`src/rtl/hsmas_pkg.sv`:
```
// Shared types, base codes and widths for the hotspot motif alignment scorer.
package hsmas_pkg;

  localparam int SCORE_BITS  = 16;
  localparam int OUT_BITS    = 16;
  localparam int BASE_BITS   = 3;
  localparam int WEIGHT_BITS = 4;
  localparam int ADD_BITS    = WEIGHT_BITS + 2;
  localparam int INDEX_BITS  = 3;
  localparam int WINDOW_LEN  = 4;

  typedef logic [BASE_BITS-1:0] base_t;

  localparam base_t BASE_A     = 3'd0;
  localparam base_t BASE_C     = 3'd1;
  localparam base_t BASE_G     = 3'd2;
  localparam base_t BASE_T     = 3'd3;
  localparam base_t BASE_OTHER = 3'd4;

  typedef enum logic [INDEX_BITS-1:0] {
    REG_MATCH = 3'd0,
    REG_WRCY  = 3'd1,
    REG_RGYW  = 3'd2,
    REG_WAN   = 3'd3
  } reg_idx_t;

  typedef struct packed {
    logic [WEIGHT_BITS-1:0] match_w;
    logic [WEIGHT_BITS-1:0] wrcy_w;
    logic [WEIGHT_BITS-1:0] rgyw_w;
    logic [WEIGHT_BITS-1:0] wan_w;
  } weights_t;

  typedef struct packed {
    logic  is_match;
    base_t ref_base;
    logic  last_pos;
  } item_t;

endpackage

```
`src/rtl/hotspot_motif_alignment_scorer_unit.sv`:
```
// Top level of the hotspot motif alignment scorer: input register, core and result register.
//
// Usage: a profile is sent one position per request on the input channel
// (in_valid, in_stall, is_match, ref_base, last_pos), starting at position 0.
// The request with last_pos set closes the profile; it yields exactly one
// request on the output channel (out_valid, out_stall, profile_score) and
// clears the profile state. Other positions yield nothing.
// Weights are written through cfg_we, cfg_index and cfg_data while idle;
// indexes 0 to 3 select match, WRCY, RGYW and WAN weights, others are ignored.
// Throughput: one position per cycle while in_stall is low. Every position
// passes the input register and then the motif logic and saturating add;
// the score of a closing position is then captured in the result register.
// A stalled result is held in the result register; positions keep flowing
// until the next closing position reaches the core, which then waits in the
// input register and raises in_stall until the result is taken.
// Reset clears the profile state, the pipeline valids and sets the weights
// to 1, 3, 3 and 2.
module hotspot_motif_alignment_scorer_unit
  import hsmas_pkg::*;
(
  input  logic                   clk,
  input  logic                   rst,
  input  logic                   in_valid,
  output logic                   in_stall,
  input  logic                   is_match,
  input  logic [BASE_BITS-1:0]   ref_base,
  input  logic                   last_pos,
  output logic                   out_valid,
  input  logic                   out_stall,
  output logic [OUT_BITS-1:0]    profile_score,
  input  logic                   cfg_we,
  input  logic [INDEX_BITS-1:0]  cfg_index,
  input  logic [WEIGHT_BITS-1:0] cfg_data
);

  weights_t             weights;
  logic                 s1_valid;
  item_t                s1_item;
  logic                 step;
  logic                 accept_in;
  logic [OUT_BITS-1:0]  final_score;

  hsmas_cfg_regs u_cfg_regs (
    .clk       (clk),
    .rst       (rst),
    .cfg_we    (cfg_we),
    .cfg_index (cfg_index),
    .cfg_data  (cfg_data),
    .weights   (weights)
  );

  hsmas_score_core u_score_core (
    .clk         (clk),
    .rst         (rst),
    .step        (step),
    .item        (s1_item),
    .weights     (weights),
    .final_score (final_score)
  );

  assign step      = s1_valid && (!s1_item.last_pos || !out_valid || !out_stall);
  assign in_stall  = s1_valid && !step;
  assign accept_in = in_valid && !in_stall;

  always_ff @(posedge clk) begin
    if (rst) begin
      s1_valid <= 1'b0;
    end else if (accept_in) begin
      s1_valid <= 1'b1;
    end else if (step) begin
      s1_valid <= 1'b0;
    end
  end

  always_ff @(posedge clk) begin
    if (accept_in) begin
      s1_item.is_match <= is_match;
      s1_item.ref_base <= ref_base;
      s1_item.last_pos <= last_pos;
    end
  end

  always_ff @(posedge clk) begin
    if (rst) begin
      out_valid <= 1'b0;
    end else if (step && s1_item.last_pos) begin
      out_valid <= 1'b1;
    end else if (!out_stall) begin
      out_valid <= 1'b0;
    end
  end

  always_ff @(posedge clk) begin
    if (step && s1_item.last_pos) begin
      profile_score <= final_score;
    end
  end

  a_stall_needs_item: assert property (@(posedge clk) disable iff (rst)
    in_stall |-> s1_valid && s1_item.last_pos && out_valid)
    else $error("input stalled without a blocked closing position");

  a_close_gives_result: assert property (@(posedge clk) disable iff (rst)
    step && s1_item.last_pos |=> out_valid)
    else $error("closing position did not produce a result");

  a_result_from_close: assert property (@(posedge clk) disable iff (rst)
    $rose(out_valid) |-> $past(step && s1_item.last_pos))
    else $error("result appeared without a closing position");

endmodule

```
`src/rtl/hsmas_cfg_regs.sv`:
```
// Weight registers written through the configuration port.
module hsmas_cfg_regs
  import hsmas_pkg::*;
(
  input  logic                   clk,
  input  logic                   rst,
  input  logic                   cfg_we,
  input  logic [INDEX_BITS-1:0]  cfg_index,
  input  logic [WEIGHT_BITS-1:0] cfg_data,
  output weights_t               weights
);

  always_ff @(posedge clk) begin
    if (rst) begin
      weights.match_w <= WEIGHT_BITS'(1);
      weights.wrcy_w  <= WEIGHT_BITS'(3);
      weights.rgyw_w  <= WEIGHT_BITS'(3);
      weights.wan_w   <= WEIGHT_BITS'(2);
    end else if (cfg_we) begin
      case (cfg_index)
        REG_MATCH: weights.match_w <= cfg_data;
        REG_WRCY:  weights.wrcy_w  <= cfg_data;
        REG_RGYW:  weights.rgyw_w  <= cfg_data;
        REG_WAN:   weights.wan_w   <= cfg_data;
        default: begin
        end
      endcase
    end
  end

endmodule

```
`src/rtl/hsmas_motif_dec.sv`:
```
// Motif window checks and the score increment for one position.
module hsmas_motif_dec
  import hsmas_pkg::*;
(
  input  base_t                 window [WINDOW_LEN],
  input  logic                  pend_prev2,
  input  logic                  pend_prev1,
  input  item_t                 item,
  input  weights_t              weights,
  output logic [ADD_BITS-1:0]   add_amt
);

  function automatic logic is_w(base_t b);
    return (b == BASE_A) || (b == BASE_T);
  endfunction

  function automatic logic is_r(base_t b);
    return (b == BASE_A) || (b == BASE_G);
  endfunction

  function automatic logic is_y(base_t b);
    return (b == BASE_C) || (b == BASE_T);
  endfunction

  logic                 wrcy_a;
  logic                 rgyw_b;
  logic                 wan_b;
  logic                 wrcy_tail;
  logic [ADD_BITS-1:0]  settle_amt;
  logic [ADD_BITS-1:0]  match_amt;
  logic [ADD_BITS-1:0]  tail_amt;

  assign wrcy_a = is_w(window[0]) && is_r(window[1]) && (window[2] == BASE_C) &&
                  is_y(window[3]);
  assign rgyw_b = is_r(window[1]) && (window[2] == BASE_G) && is_y(window[3]) &&
                  is_w(item.ref_base);
  assign wan_b  = is_w(window[1]) && (window[2] == BASE_A);

  // The pending mismatch one position back sees only its first window at the end.
  assign wrcy_tail = is_w(window[1]) && is_r(window[2]) && (window[3] == BASE_C) &&
                     is_y(item.ref_base);

  always_comb begin
    settle_amt = '0;
    if (pend_prev2) begin
      if (wrcy_a) begin
        settle_amt = ADD_BITS'(weights.wrcy_w);
      end else if (rgyw_b) begin
        settle_amt = ADD_BITS'(weights.rgyw_w);
      end else if (wan_b) begin
        settle_amt = ADD_BITS'(weights.wan_w);
      end
    end
  end

  assign match_amt = item.is_match ? ADD_BITS'(weights.match_w) : '0;
  assign tail_amt  = (item.last_pos && pend_prev1 && wrcy_tail) ?
                     ADD_BITS'(weights.wrcy_w) : '0;
  assign add_amt   = settle_amt + match_amt + tail_amt;

endmodule

```
`src/rtl/hsmas_score_core.sv`:
```
// Base window, pending mismatch flags, position count and saturating accumulator.
module hsmas_score_core
  import hsmas_pkg::*;
(
  input  logic                 clk,
  input  logic                 rst,
  input  logic                 step,
  input  item_t                item,
  input  weights_t             weights,
  output logic [OUT_BITS-1:0]  final_score
);

  localparam int EXT_BITS = SCORE_BITS + OUT_BITS;
  localparam logic [OUT_BITS-1:0] OUT_MAX = {OUT_BITS{1'b1}};

  base_t                  window [WINDOW_LEN];
  logic                   pend_prev2;
  logic                   pend_prev1;
  logic [1:0]             position_count;
  logic [SCORE_BITS-1:0]  score_acc;

  logic [ADD_BITS-1:0]    add_amt;
  logic [SCORE_BITS:0]    sum;
  logic [SCORE_BITS-1:0]  score_next;
  logic [EXT_BITS-1:0]    score_ext;
  logic                   mism_here;

  hsmas_motif_dec u_motif_dec (
    .window     (window),
    .pend_prev2 (pend_prev2),
    .pend_prev1 (pend_prev1),
    .item       (item),
    .weights    (weights),
    .add_amt    (add_amt)
  );

  assign sum        = {1'b0, score_acc} + (SCORE_BITS + 1)'(add_amt);
  assign score_next = sum[SCORE_BITS] ? {SCORE_BITS{1'b1}} : sum[SCORE_BITS-1:0];
  assign score_ext  = {{OUT_BITS{1'b0}}, score_next};
  assign final_score = (score_ext > EXT_BITS'(OUT_MAX)) ? OUT_MAX :
                       score_ext[OUT_BITS-1:0];
  assign mism_here  = !item.is_match && (position_count >= 2'd2);

  always_ff @(posedge clk) begin
    if (rst) begin
      for (int i = 0; i < WINDOW_LEN; i++) begin
        window[i] <= BASE_OTHER;
      end
      pend_prev2     <= 1'b0;
      pend_prev1     <= 1'b0;
      position_count <= '0;
      score_acc      <= '0;
    end else if (step) begin
      if (item.last_pos) begin
        for (int i = 0; i < WINDOW_LEN; i++) begin
          window[i] <= BASE_OTHER;
        end
        pend_prev2     <= 1'b0;
        pend_prev1     <= 1'b0;
        position_count <= '0;
        score_acc      <= '0;
      end else begin
        for (int i = 0; i < WINDOW_LEN - 1; i++) begin
          window[i] <= window[i+1];
        end
        window[WINDOW_LEN-1] <= item.ref_base;
        pend_prev2 <= pend_prev1;
        pend_prev1 <= mism_here;
        if (position_count != 2'd3) begin
          position_count <= position_count + 2'd1;
        end
        score_acc <= score_next;
      end
    end
  end

endmodule

```
`config.mk`:
```
export PLATFORM = sky130hd
export DESIGN_NAME = hotspot_motif_alignment_scorer_unit
export DESIGN_NICKNAME = d
export VERILOG_FILES = /design/src/rtl/hsmas_pkg.sv /design/src/rtl/hotspot_motif_alignment_scorer_unit.sv /design/src/rtl/hsmas_cfg_regs.sv /design/src/rtl/hsmas_motif_dec.sv /design/src/rtl/hsmas_score_core.sv
export SDC_FILE = /design/constraint.sdc
export NUM_CORES = 1
export LEC_CHECK = 0
export BUFFER_PORTS_ARGS = -buffer_cell sky130_fd_sc_hd__buf_2
export CAP_MARGIN = 20
export CELL_PAD_IN_SITES_DETAIL_PLACEMENT = 1
export CELL_PAD_IN_SITES_GLOBAL_PLACEMENT = 2
export CORE_UTILIZATION = 37
export CTS_CLUSTER_SIZE = 10
export DETAILED_ROUTE_END_ITERATION = 10
export HOLD_SLACK_MARGIN = 0.05
export PLACE_DENSITY_LB_ADDON = 0.1
export SYNTH_ARGS = -nofsm -noshare
export SYNTH_HDL_FRONTEND = slang
export SYNTH_SLANG_ARGS = --single-unit
```
`constraint.sdc`:
```
create_clock -name clk -period 5.2 [get_ports clk]
set_input_delay 0 -clock clk [delete_from_list [all_inputs] [get_ports clk]]
set_output_delay 0 -clock clk [all_outputs]
set_load 0.01 [all_outputs]
```
Yosys cells after proc, flatten, opt, wreduce, memory -nomap -nowiden --
Cells that the tools add are included.
Cells by class: reductions and logical operators 44, eq/ne operators 14, add/subtract/negate cells 4, order comparisons 2, multiplexer cells 17
Operators with widths (count):
- 16-bit two-way mux | 2
- 3-bit by 2-bit == test with 1-bit output, second input constant | 8
- 4-bit two-way mux | 6
- 16-bit by 6-bit adder with 17-bit output | 1
- 1-bit logical AND | 17
- 16-bit > comparator, second input constant | 1
- 3-bit zero test | 5
- 6-bit by 4-bit adder with 6-bit output | 2
- 3-bit by 1-bit == test with 1-bit output, second input constant | 4
- 12-bit two-way mux | 1
- 2-bit AND reduction | 5
- 1-bit logical OR | 9
- 1-bit zero test | 6
- 1-bit two-way mux | 6
- 2-bit two-way mux | 2
- 2-bit nonzero test | 2
- 2-bit by 1-bit adder with 2-bit output, second input constant | 1
- 2-bit greater-or-equal comparator, second input constant | 1
- 2-bit by 1-bit != test with 1-bit output, second input constant | 1
- 2-bit != test, second input constant | 1
Word-level totals: input bits 17, logic and storage cells 99, register bits 71, output and inout bits 18

Logic depth before layout (Yosys ltp) --
word-level depth 13, depth in mapped cells 17, depth with buffers taken out 17

Modules after synthesis --
From an unflattened synthesis, not the netlist that was laid out.
Unflattened totals: cells, all modules 377, area, all modules 3724.8 um^2
By module, submodules not included:
- hsmas_score_core | times used 1, area each 1835.5 um^2, cells each 219, seq. area each 640.6 um^2
- hotspot_motif_alignment_scorer_unit | times used 1, area each 723.2 um^2, cells each 34, seq. area each 670.6 um^2
- hsmas_cfg_regs | times used 1, area each 678.2 um^2, cells each 63, seq. area each 320.3 um^2
- hsmas_motif_dec | times used 1, area each 488.0 um^2, cells each 61, seq. area each 0.0 um^2

Least setup slack after synthesis --
No wires, ideal clock.
path kind reg2reg, start register u_score_core.window[6] in the netlist's numbering, end register profile_score[10] (data pin), required time 4940 ps, setup slack 809 ps, setup time 260 ps, cell stages (with the launch flop) 18, arrival time 4132 ps, clock period less this slack 4391 ps, buffers on the path 0, cell sequence dfxtp_1 -> xor2_1 -> or3_1 -> nor3_1 -> a222oi_1 -> nand2b_1 -> fa_1 -> inv_1 -> ha_1 -> a21o_1 -> a21oi_1 -> xor2_1 -> ha_1 -> a211o_1 -> a31oi_4 -> nor2_1 -> nand2_1 -> mux2_2
Between the ends: longest elaborated chain between the ends 13, elaborated cells between the ends (all ways) 26, classes of those cells 3 x add/sub; 1 x order compare; 2 x eq/ne; 6 x mux; 14 x reduce/logical
RTL lines:
- start: declaration | line hsmas_score_core.sv:16 | base_t window [WINDOW_LEN];
- start signal: indexed assignment | line hsmas_score_core.sv:64 | window[i] <= window[i+1];
- start signal: indexed assignment | line hsmas_score_core.sv:66 | window[WINDOW_LEN-1] <= item.ref_base;
- 3-bit by 2-bit == test with 1-bit output / 3-bit zero test (equally long branches) | line hsmas_motif_dec.sv:18, hsmas_motif_dec.sv:14
- 1-bit logical OR | line hsmas_motif_dec.sv:18 | return (b == BASE_A) || (b == BASE_G);
- 1-bit logical AND (3 in a row) | line hsmas_motif_dec.sv:35 | assign rgyw_b = is_r(window[1]) && (window[2] == BASE_G) && is_y(window[3]) &&
- 4-bit two-way mux | line hsmas_motif_dec.sv:48 | end else if (rgyw_b) begin
- 4-bit two-way mux | line hsmas_motif_dec.sv:46 | if (wrcy_a) begin
- 4-bit two-way mux | line hsmas_motif_dec.sv:45 | if (pend_prev2) begin
- 6-bit by 4-bit adder with 6-bit output | line hsmas_motif_dec.sv:59 | assign add_amt = settle_amt + match_amt + tail_amt;
- 6-bit by 4-bit adder with 6-bit output (*) | line hsmas_motif_dec.sv:59
- 16-bit by 6-bit adder with 17-bit output (*) | line hsmas_score_core.sv:37 | assign sum = {1'b0, score_acc} + (SCORE_BITS + 1)'(add_amt);
- 16-bit two-way mux (*) | line hsmas_score_core.sv:38 | assign score_next = sum[SCORE_BITS] ? {SCORE_BITS{1'b1}} : sum[SCORE_BITS-1:0];
- named net u_score_core.score_next[10] | line hsmas_score_core.sv:24 | logic [SCORE_BITS-1:0] score_next;
- 16-bit > comparator | line hsmas_score_core.sv:40 | assign final_score = (score_ext > EXT_BITS'(OUT_MAX)) ? OUT_MAX :
- end signal: assignment | line hotspot_motif_alignment_scorer_unit.sv:95 | profile_score <= final_score;
- end: declaration | line hotspot_motif_alignment_scorer_unit.sv:30 | output logic [OUT_BITS-1:0] profile_score,
Mark *: on every way through the listed nets, which the timed path passes. The rest lies on a longest branch. A chain may end at the register's enable or synchronous reset.

Worst setup path after layout --
start register s1_item[1] in the netlist's numbering, end register profile_score[10] (data pin)
Between the ends: longest elaborated chain between the ends 11, elaborated cells between the ends (all ways) 17, classes of those cells 3 x add/sub; 1 x order compare; 2 x eq/ne; 5 x mux; 6 x reduce/logical
RTL lines:
- start: declaration | line hotspot_motif_alignment_scorer_unit.sv:38 | item_t s1_item;
- 3-bit by 2-bit == test with 1-bit output / 3-bit zero test (equally long branches) | line hsmas_motif_dec.sv:14, hsmas_motif_dec.sv:22
- 1-bit logical OR | line hsmas_motif_dec.sv:14 | return (b == BASE_A) || (b == BASE_T);
- 1-bit logical AND | line hsmas_motif_dec.sv:35
- 4-bit two-way mux | line hsmas_motif_dec.sv:48
- 4-bit two-way mux | line hsmas_motif_dec.sv:46
- 4-bit two-way mux | line hsmas_motif_dec.sv:45
- 6-bit by 4-bit adder with 6-bit output | line hsmas_motif_dec.sv:59
- 6-bit by 4-bit adder with 6-bit output (*) | line hsmas_motif_dec.sv:59
- 16-bit by 6-bit adder with 17-bit output (*) | line hsmas_score_core.sv:37
- 16-bit two-way mux (*) | line hsmas_score_core.sv:38
- named net u_score_core.score_next[10] | line hsmas_score_core.sv:24
- 16-bit > comparator | line hsmas_score_core.sv:40
Marked as above.

==> summary.md <==
| Metric | Value |
|---|---|
| Status | completed |
| Max Cap Viol | 0 |
| Hold Vio Cnt, Final | 0 |
| WL final | 8800 um |
| Initial core utilization | 0.384 |
| Cell count after synthesis | 368 |
| Power per cell area | 273 nW/um^2 |
| Io pins | 35 |
| Worst-Skew Late Latency | 0.35 ns |
| Endpoint of the worst hold path | u_cfg_regs.weights[13] |
| FF-to-FF End | profile_score[10] |
| GRT overflow | 0 |
| First-pass DRT Iterations | 4 |
| Global-route wire length before repair | 14800 um |
| Post-synth net total | 402 |
| Arr. time, crit path | 4.83 ns |
| Leak Pwr | 0.00168 uW |
| Synth area leaders | dfxtp_1 (28%), edfxtp_1 (18%), nor2_1 (4.2%), ha_1 (3.9%), nand2_1 (3.6%) |
| Ant. Diodes | 0 |
| Ys Warns | 0 |
| HPWL after DPL | 6190 um |
| Setup violators final | 0 |
| Drt wl/cell | 16.0 um |
| Worst Path Class, Setup | reg -> reg |
| Final min period | 4.73 ns |
| Max Slew Vio Count | 0 |
| DRC Markers | 0 |
| Final core occ | 0.454 |
| Yosys cell types | 56 |
| Initial antenna violation count | 0 |
| Layout Nets | 450 |
| FF-to-FF setup slack | 0.47 ns |
| Worst-Margin Slew | 0.831 ns |
| Via count | 2881 |
| Mapped cell area | 3570 um^2 |
| Worst Hold Depth | 4 |
| Largest net degree at the start of global routing | 41 |
| IO buf count | 34 |
| Launching point of the worst reg2reg path | s1_item[1] |
| Vias/cell | 5.24 |
| #FFs+latches synth | 71 |
| Crit path max-delay family | adder cells |
| Remaining antenna violation count | 0 |
| CTS root buffer | clkbuf_8 |
| Clock sink count | 71 |
| Final Wtd Congestion | 0.777 |
| Share of layout cells above drive strength 1 | 0.164 |
| Setup TNS | 0 ns |
| Reg2reg path depth | 17 |
| Buf+Inv Stages, Crit Path | 1 |
| CTS tree | built |
| Clk pin slew, worst setup/hold paths | 0.08 ns |
| Initial DRC Count | 67 |
| Fmax | 212 MHz |
| Tot GR Track Use | 0.192 |
| Final Skew | 0.00636 ns |
| Die area | 10000 um^2 |
| Async set-or-reset flop fraction in the synthesized netlist | 0 |
| Crit Path Max Fanout | 10 |
| Hold Crit Class | in -> reg |
| Row count | 35 |
| Syn_area_per_cell | 9.69 um^2 |
| Final hold slack | 0.102 ns |
| Worst vdd ir | 0.146 mV |
| Synth Flop Type | dfxtp_1 |
| Startpoint Class | register |
| Crit-path cells | xor2_1, nor3_1, and3_1, a222oi_1, nand2b_1, fa_1, inv_1, ha_1, a21o_1, a21oi_1, xor2_1, ha_1, a211o_1, a31oi_4, nor2_1, nand2_1, mux2_2 |
| Period utilisation layout | 0.909 |
| Post-synthesis sequential area ratio | 0.458 |
| Setup crit end kind | register |
| Post-synth top area cell | dfxtp_1 |
| Critical path required time | 5.30 ns |
| RSZ-0062 raised after global routing | false |
| Post-synth top area share | 0.281 |
| Chip height | 100 um |
| Core Region | 9280 um^2 |
| Rel. slew slack | 0.446 |
| Clock tree buffer depth | 2 |
| CP max stage delay | 0.53 ns |
| H-tree depth | 3 |
| EDFF count, synth | 21 |
| Syn-to-layout area delta | 18.1% |
| Worst Hold Launch | cfg_index[1] |
| Number of global-route vias before repair | 2906 |
| Die width | 100 um |
| Critical path's slowest cell | fa_1 |
| Cts bufs inserted | 9 |
| Filler cells | 1071 |
==> final cells by class <==
cell class                 instances  area, um^2  area share
multi-input combinational        269        1830       0.435
sequential                        71        1630       0.387
timing repair buffer              49         308      0.0731
tap                              129         161      0.0383
clock buffer                      10         138      0.0327
clock inverter                     6        83.8      0.0199
inverter                          16        60.1      0.0143
==> state kept, by name, indices dropped and copies added (netlist names) <==
name / cells
out_valid: 1
profile_score: 16
s1_item: 5
s1_valid: 1
u_cfg_regs.weights: 16
u_score_core.pend_prev1: 1
u_score_core.pend_prev2: 1
u_score_core.position_count: 2
u_score_core.score_acc: 16
u_score_core.window: 12
==> worst register-to-register path: stages, from the launching register on <==
cell and delay [ns]:
edfxtp_1 0.43, xor2_1 0.18, nor3_1 0.25, and3_1 0.30, a222oi_1 0.11, nand2b_1 0.18
fa_1 0.53, inv_1 0.07, ha_1 0.29, a21o_1 0.15, a21oi_1 0.16, xor2_1 0.18
ha_1 0.33, a211o_1 0.33, a31oi_4 0.33, nor2_1 0.19, nand2_1 0.13, mux2_2 0.34
==> timing repair <==
action / in CTS / in global routing
setup endpoints to repair: 0 / 2
setup buffers: 0 / 0
gates resized for setup: 0 / 1
hold buffers: 11 / 0
hold endpoints to repair: 23 / 0
==> worst max path at each step <==
stage | from | endpoint | slack (ns) | cells after the start
3_5_place_dp | u_score_core.window[6] | profile_score[10] | 0.45 | 17
3_3_place_gp | u_score_core.window[6] | profile_score[10] | 0.51 | 17
5_1_grt | u_score_core.window[6] | profile_score[10] | 0.17 | 17
2_1_floorplan | u_score_core.window[6] | profile_score[10] | 0.81 | 17
4_1_cts | u_score_core.window[6] | profile_score[10] | 0.38 | 17
6_report | s1_item[1] | profile_score[10] | 0.47 | 17
==> Yosys cell counts (2+ instances only) <==
master     n
a21o_1     3
dfxtp_1   50
nor4bb_1   2
a31oi_1    6
a211oi_1   2
xnor2_1    3
xor2_1     9
nor2b_2    4
nand4_1    2
nand4b_1   2
a222oi_1   4
o21ai_0   10
and2_1     4
nand3b_1  10
o21bai_1   5
inv_1     16
mux2i_1   10
nand2b_1   6
clkbuf_1  10
ha_1      11
nand2_1   34
a211o_1    7
nor4_1     6
edfxtp_1  21
and3_1     5
nor2_1    40
o221a_1    3
nand3_1    6
nor3_1    14
a21oi_1   23
o21ai_1    3
nor2b_1    8
fa_1       6
==> cells by family after synthesis <==
group / Yosys count / share of synthesized area
compound gates: 76 / 0.149
simple gates: 153 / 0.230
xor+xnor: 12 / 0.0295
mux: 11 / 0.0312
fa+ha+maj: 17 / 0.0723
flops: 71 / 0.458
buf+inv: 28 / 0.0305
==> placed cells by master, fill, tap and decap left out, types with 6 or more instances in the layout <==
cell type and n:
dfxtp_1 50, nor2_1 40, buf_2 35, nand2_1 34, a21oi_1 23, edfxtp_1 21
inv_1 16, nor3_1 13, ha_1 11, dlygate4sd3_1 11, o21ai_0 10, mux2i_1 10
nand3b_1 10, clkbuf_8 10, xor2_1 9, nor2b_1 8, a211o_1 7, nand2b_1 6
nor4_1 6, nand3_1 6, a31oi_1 6, fa_1 6
==> where the power goes <==
group | switching (uW) | total, uW | leakage, uW | internal [uW]
clock | 215 | 495 | 0.000106 | 281
sequential | 8.66 | 589 | 0.000589 | 581
combinational | 38.3 | 65.8 | 0.000984 | 27.5
==> routing by layer <==
layer / global-route usage / vias to the layer above / part of all wire
met5: 0 / - / 0
met4: 0.0892 / 0 / 0.018
met3: 0.0286 / 12 / 0.018
met2: 0.319 / 34 / 0.48
met1: 0.244 / 1419 / 0.48
li1: - / 1416 / -
==> through the flow <==
stage | total power (uW) | setup WS [ns] | cell area, um^2 | cells
floorplan | 636 | 0.809 | 3570 | 368
global placement | 660 | 0.510 | 3870 | 522
detailed placement | 662 | 0.446 | 3880 | 523
CTS | 1160 | 0.375 | 4210 | 550
global route | 1200 | 0.166 | 4210 | 550
finish | 1150 | 0.472 | 4210 | 550
Power figures use the tool's default switching activity.
